$ cat src/lss_pkg.sv
// Shared types and constants for the LIFO stack with search.
`timescale 1ns / 1ps
`default_nettype none
package lss_pkg;

  localparam int DEPTH  = 256;
  localparam int WORD_W = 32;
  localparam int OCC_W  = 9;
  localparam int PTR_W  = $clog2(DEPTH + 1);
  localparam int ADDR_W = $clog2(DEPTH);

  typedef enum logic [1:0] {
    ACT_PUSH   = 2'd0,
    ACT_POP    = 2'd1,
    ACT_PEEK   = 2'd2,
    ACT_SEARCH = 2'd3
  } action_t;

  typedef enum logic [2:0] {
    ST_IDLE,
    ST_EXEC,
    ST_RDWAIT,
    ST_SCAN,
    ST_FINISH
  } state_t;

  // controller -> datapath
  typedef struct packed {
    logic capture;
    logic exec;
    logic take_read;
    logic scan;
    logic load_out;
  } lss_cmd_t;

  // datapath -> controller
  typedef struct packed {
    action_t act;
    logic    is_empty;
    logic    scan_done;
  } lss_stat_t;

endpackage
`default_nettype wire

$ cat src/lss_ctrl.sv
// Request sequencer for the LIFO stack with search.
`timescale 1ns / 1ps
`default_nettype none
module lss_ctrl import lss_pkg::*; (
  input  wire logic      clk,
  input  wire logic      rst_n,
  input  wire logic      in_valid,
  output logic           in_ready,
  output logic           out_valid,
  input  wire logic      out_ready,
  input  wire lss_stat_t stat,
  output lss_cmd_t       cmd
);

  state_t state_r, state_nxt;
  logic   out_valid_r, out_valid_nxt;
  logic   out_free;

  assign out_free  = !out_valid_r || out_ready;
  assign out_valid = out_valid_r;

  always_ff @(posedge clk) begin
    if (!rst_n) begin
      state_r     <= ST_IDLE;
      out_valid_r <= 1'b0;
    end else begin
      state_r     <= state_nxt;
      out_valid_r <= out_valid_nxt;
    end
  end

  always_comb begin
    state_nxt     = state_r;
    cmd           = '0;
    in_ready      = 1'b0;
    out_valid_nxt = out_valid_r;
    if (out_valid_r && out_ready) out_valid_nxt = 1'b0;
    case (state_r)
      ST_IDLE: begin
        in_ready = 1'b1;
        if (in_valid) begin
          cmd.capture = 1'b1;
          state_nxt   = ST_EXEC;
        end
      end
      ST_EXEC: begin
        cmd.exec = 1'b1;
        case (stat.act)
          ACT_POP, ACT_PEEK: state_nxt = stat.is_empty ? ST_FINISH : ST_RDWAIT;
          ACT_SEARCH:        state_nxt = ST_SCAN;
          default:           state_nxt = ST_FINISH;
        endcase
      end
      ST_RDWAIT: begin
        cmd.take_read = 1'b1;
        state_nxt     = ST_FINISH;
      end
      ST_SCAN: begin
        cmd.scan = 1'b1;
        if (stat.scan_done) state_nxt = ST_FINISH;
      end
      ST_FINISH: begin
        if (out_free) begin
          cmd.load_out  = 1'b1;
          out_valid_nxt = 1'b1;
          state_nxt     = ST_IDLE;
        end
      end
      default: state_nxt = ST_IDLE;
    endcase
  end

endmodule
`default_nettype wire

$ cat config.mk
export PLATFORM = sky130hd
export DESIGN_NAME = lss_ctrl
export DESIGN_NICKNAME = d
export VERILOG_FILES = /design/src/lss_pkg.sv /design/src/lss_ctrl.sv
export SDC_FILE = /design/constraint.sdc
export NUM_CORES = 1
export LEC_CHECK = 0
export CORE_AREA = 2 2 39 41
export CTS_CLUSTER_DIAMETER = 50
export DETAILED_ROUTE_END_ITERATION = 16
export DIE_AREA = 0 0 41 43
export DONT_BUFFER_PORTS = 1
export GPL_TIMING_DRIVEN = 0
export SLEW_MARGIN = 20
export SYNTH_ARGS = -nofsm -noshare
export SYNTH_HDL_FRONTEND = slang
export SYNTH_SLANG_ARGS = --single-unit
$ cat constraint.sdc
create_clock -name clk -period 1.8 [get_ports clk]
set_input_delay 0.09 -clock clk [delete_from_list [all_inputs] [get_ports clk]]
set_output_delay 0.09 -clock clk [all_outputs]
set_load 0.01 [all_outputs]
Word level (Yosys, flattened, before mapping)
Cells that the tools add are included.
{"block": "totals", "reg_bits": 4, "inputBits": 8}
{"block": "classes", "n_eq_ne": 10, "n_reduce_logical": 6, "muxes": 17}
{"op": "3-bit one-hot mux with 5 select lines", "n": 1}
{"op": "3-bit 2-to-1 mux", "n": 4}
{"op": "1-bit 2-to-1 mux", "n": 11}
{"op": "3-bit by 2-bit == test with 1-bit output (second input constant)", "n": 2}
{"op": "2-bit inequality test (second input constant)", "n": 3}
{"op": "3-bit one-hot mux with 2 select lines", "n": 1}
{"op": "2-bit == test (second input constant)", "n": 2}
{"op": "3-bit by 1-bit == test with 1-bit output (second input constant)", "n": 1}
{"op": "3-bit == test (second input constant)", "n": 1}
{"op": "3-bit logical NOT", "n": 1}
{"op": "3-bit AND reduction", "n": 1}
{"op": "2-bit by 1-bit == test with 1-bit output (second input constant)", "n": 1}
{"op": "2-bit OR reduction", "n": 1}
{"op": "1-bit logical AND", "n": 1}
{"op": "1-bit logical NOT", "n": 1}
{"op": "1-bit logical OR", "n": 1}

Depth between registers and ports, before layout
{"block": "depth", "word_depth": 4, "mapped_depth": 5}

Worst setup path before layout
OpenSTA, ideal clock, no wires.
{"block": "synth_timing", "path_kind": "register -> register", "from": "register state_r[1]", "to": "register state_r[2]", "path_buffers": 1, "t_arrival_ns": 0.928, "setup_time_ns": 0.127, "synth_period_minus_slack_ns": 1.055, "setup_slack_ns": 0.745, "required_ns": 1.673, "path_stages_with_launch": 5, "cell_sequence": "dfxtp_1 -> buf_6 -> or3_1 -> a21oi_1 -> a311oi_1"}
{"block": "synth_between", "elab_chain_len": 3, "elab_cells_between_ends": 10, "cone_classes": "7 x eq/ne; 1 x mux; 2 x reduce/logical"}
{"item": "from (decl)", "line": "lss_ctrl.sv:15", "source": "state_t state_r, state_nxt;"}
{"item": "from (signal assigned)", "line": "lss_ctrl.sv:27", "source": "state_r <= state_nxt;"}
{"item": "3-bit == test, or another cell as far along", "line": "lss_ctrl.sv:38", "source": "case (state_r)"}
{"item": "2-bit inequality test (no line)"}
{"item": "3-bit AND reduction (no line)"}
Parallel ways exist; a longest one is shown, timed or not.
A chain may end at the register's enable or synchronous reset.

==> flow_summary.yaml <==
flow_run:
  max_cap_violations: 0
die:
  start_util: 0.2260
  die_h_um: 43
  floorplan.die_area_mm2: 0.001763
  row_count: 14
  floorplan.core_area_mm2: 0.001384
  io_pins: 15
  die_width_um: 41
sta:
  final-hold-violation-count: 0
  post-route-min-period_ns: 1.358
  relSlewSlack: 0.6942
  setup-tns-final_ns: 0
  skew_ns: 0.001113
  max_freq_mhz: 736.4
  fin_crit_sh: 0.7544
  timing_worst_slew_pin_value_ns: 0.4552
  fin_ws_ns: 0.4420
  grt_setup_unrepaired: "no"
  setup-violations-final: 0
  slew_viol_final: 0
yosys:
  ys_warn_count: 0
  post-synth-top-area-fraction: 0.2560
  synth_cell_type_count: 21
  post_synthesis_sequential_element_count: 4
  post-synth-top-count-cell: "sky130_fd_sc_hd__nor2_1"
  number_of_enable_flip_flop_cells_after_synthesis: 0
  syn_area_per_cell_um2: 7.820
  leading_area_contributor_after_synthesis: "sky130_fd_sc_hd__dfxtp_1"
  most_used_dff_post_synth: "sky130_fd_sc_hd__dfxtp_1"
  synth-async-reset-ratio: 0
  synth_fp_nets: 50
  post_synth_inst_count: 40
  yosysSeqAreaShare: 0.2560
  synth_top_cells_by_area: "sky130_fd_sc_hd__dfxtp_1 (26%), sky130_fd_sc_hd__ha_1 (8.0%), sky130_fd_sc_hd__nor2_1 (6.0%), sky130_fd_sc_hd__a21oi_1 (4.8%), sky130_fd_sc_hd__and2b_1 (4.8%)"
  synth_top_cells_by_count: "sky130_fd_sc_hd__nor2_1 (5), sky130_fd_sc_hd__dfxtp_1 (4), sky130_fd_sc_hd__a21oi_1 (3), sky130_fd_sc_hd__inv_1 (3)"
  mappedNetlistArea_um2: 312.8
cts:
  clk_pin_slew_ns: 0.04
  cts.path.max_buffers: 2
  clk-insertion-delay-late_ns: 0.23
  tritoncts: "done"
  htree_num_levels: 1
  clock_sink_count: 4
  number_of_setup_buffers_added_after_cts: 0
  cts-buffers-inserted: 3
  cts.root.buffer_cell: "sky130_fd_sc_hd__clkbuf_4"
status:
  run_status: "finished clean"
detailed_routing:
  detailroute.via_count: 287
  detailedRoute.firstIterationViolations: 5
  dr.pass1.iters: 4
  wl_per_cell_um: 9.783
  drc_errors_left: 0
  post_drt_via_cell_ratio: 4.783
  final_antenna_net_count: 0
  final_routed_wirelength_um: 587
setup_path:
  critPathArrivalTime_ns: 1.27
  cp.buffers_inverters: 1
  cells_along_the_critical_path: "buf_6, nor3_1, and2_1"
  critPathCaptureType: "output port"
  critPathKind: "reg -> out"
  critical_path_cell_count: 3
  crit_path_max_fanout: 10
  timing.critical_path.max_delay_family: "simple AND/OR/NAND/NOR gates"
  worstRegToRegCells: 4
  startpoint_types: "register"
  worst_ep_required_time_ns: 1.71
  worst_path_max_delay_cell: "sky130_fd_sc_hd__nor3_1"
  critical-path-max-stage-delay_ns: 0.36
global_route:
  initial_antenna_violation_count: 0
  grt_pass1_wl_um: 910
  vias_in_the_first_global_route: 240
  grt_max_degree: 11
  overflow: 0
  global_route.usage.total: 0.07430
cells_and_area:
  finalNonFillerCells: 60
  fin_util: 0.2640
  area.growth.synth_to_final_pct: 16.80
  final_design_area_no_fill_um2: 365.4
  num_antenna_cells: 0
  layout-drive-gt1-share: 0.1136
  layout.nets: 56
  n_fill_cell: 147
worst_hold_path:
  hold-path-cell-count: 2
  hold_path.class: "in -> reg"
placed_design:
  i_o_buffers: 0
  finalWeightedCongestion: 0.7487
  hpwlAfterDp_um: 473.9
  dp.cells: 56
  dpl_worst_slack_ns: 0.6674
  dpl_cell_area_um2: 332.8
power:
  power.density_mw_per_mm2: 700.2
  vdd_drop_max_uv: 211.3
  static-leakage-power_uw: 0.0001512
-- final timing paths --
path               from    endpoint  slack [ns]
max          state_r[1]      cmd[4]        0.44
min               rst_n  state_r[0]        0.04
max reg2reg  state_r[1]  state_r[2]        0.69
min reg2reg  state_r[2]  state_r[0]        0.56
-- where the power goes --
part | switching, uW | internal (uW) | total [uW]
combinational | 24.0 | 22.1 | 46.1
sequential | 6.08 | 93.4 | 99.5
clock | 35.7 | 74.5 | 110
total | 65.8 | 190 | 256
-- cells by family after synthesis --
| kind of cell | Yosys count | synth area share |
|---|---|---|
| buf+inv | 4 | 0.07199 |
| flops | 4 | 0.2560 |
| simple gates | 23 | 0.4279 |
| fa+ha+maj | 2 | 0.07999 |
| compound gates | 7 | 0.1640 |
-- per-layer routing --
layer,vias up,wire length (um),global-route usage
li1,146,-,-
met1,126,251,0.1029
met2,13,278,0.1000
met3,2,38,0.005236
met4,0,19,0.06000
met5,-,0,0
-- worst reg2reg max path: stages, from the launching register on --
cell and delay (ns):
sky130_fd_sc_hd__dfxtp_1 0.30, sky130_fd_sc_hd__buf_6 0.13, sky130_fd_sc_hd__or3_1 0.34, sky130_fd_sc_hd__a21oi_1 0.17, sky130_fd_sc_hd__a311oi_1 0.06
-- cell type report --
class                   instances  area (um2)  area share
well taps                      16       20.02     0.05479
inverters                       3       11.26     0.03082
plain buffers                   1       11.26     0.03082
clock buffers                   3       22.52     0.06164
multi-input cells              32       210.2      0.5753
flip-flops and latches          4       80.08      0.2192
repair buffers                  1       10.01     0.02740
-- per-stage QoR --
stage | total power, uW | hold slack [ns]
final | 255.8 | 0.03532
after detailed placement | 145.6 | 0.2170
after global routing | 266.6 | 0.05422
after global placement | 144.8 | 0.2155
after floorplan | 138.4 | 0.2061
after CTS | 260.6 | 0.03312
-- state kept, by name (all words and copies together) (netlist names) --
name,cells
state_r,3
out_valid,1
-- timing repair --
item                                    CTS  global route
endpoints found under the hold margin     1             0
hold buffers                              1             0
endpoints found under the setup margin    0             0
resized for setup                         0             0
-- placed cells by master, fill, tap and decap left out --
master | Yosys | routed
sky130_fd_sc_hd__nor2_1 | 5 | 5
sky130_fd_sc_hd__ha_1 | 2 | 2
sky130_fd_sc_hd__or2b_1 | 2 | 2
sky130_fd_sc_hd__a21bo_1 | 1 | 1
sky130_fd_sc_hd__a211oi_2 | 1 | 1
sky130_fd_sc_hd__nand2_1 | 2 | 2
sky130_fd_sc_hd__dfxtp_1 | 4 | 4
sky130_fd_sc_hd__clkbuf_4 | 0 | 3
sky130_fd_sc_hd__o21ai_0 | 1 | 1
sky130_fd_sc_hd__nand3b_1 | 2 | 2
sky130_fd_sc_hd__and2b_1 | 2 | 2
sky130_fd_sc_hd__or3b_1 | 1 | 1
sky130_fd_sc_hd__and2_1 | 2 | 2
sky130_fd_sc_hd__dlygate4sd3_1 | 0 | 1
sky130_fd_sc_hd__buf_6 | 1 | 1
sky130_fd_sc_hd__nand3_1 | 1 | 1
sky130_fd_sc_hd__a311oi_1 | 1 | 1
sky130_fd_sc_hd__inv_1 | 3 | 3
sky130_fd_sc_hd__nand2b_1 | 2 | 2
sky130_fd_sc_hd__nor3_1 | 1 | 1
sky130_fd_sc_hd__nor2b_1 | 2 | 2
sky130_fd_sc_hd__or3_1 | 1 | 1
sky130_fd_sc_hd__a21oi_1 | 3 | 3
(Power assumes the default switching activity.)
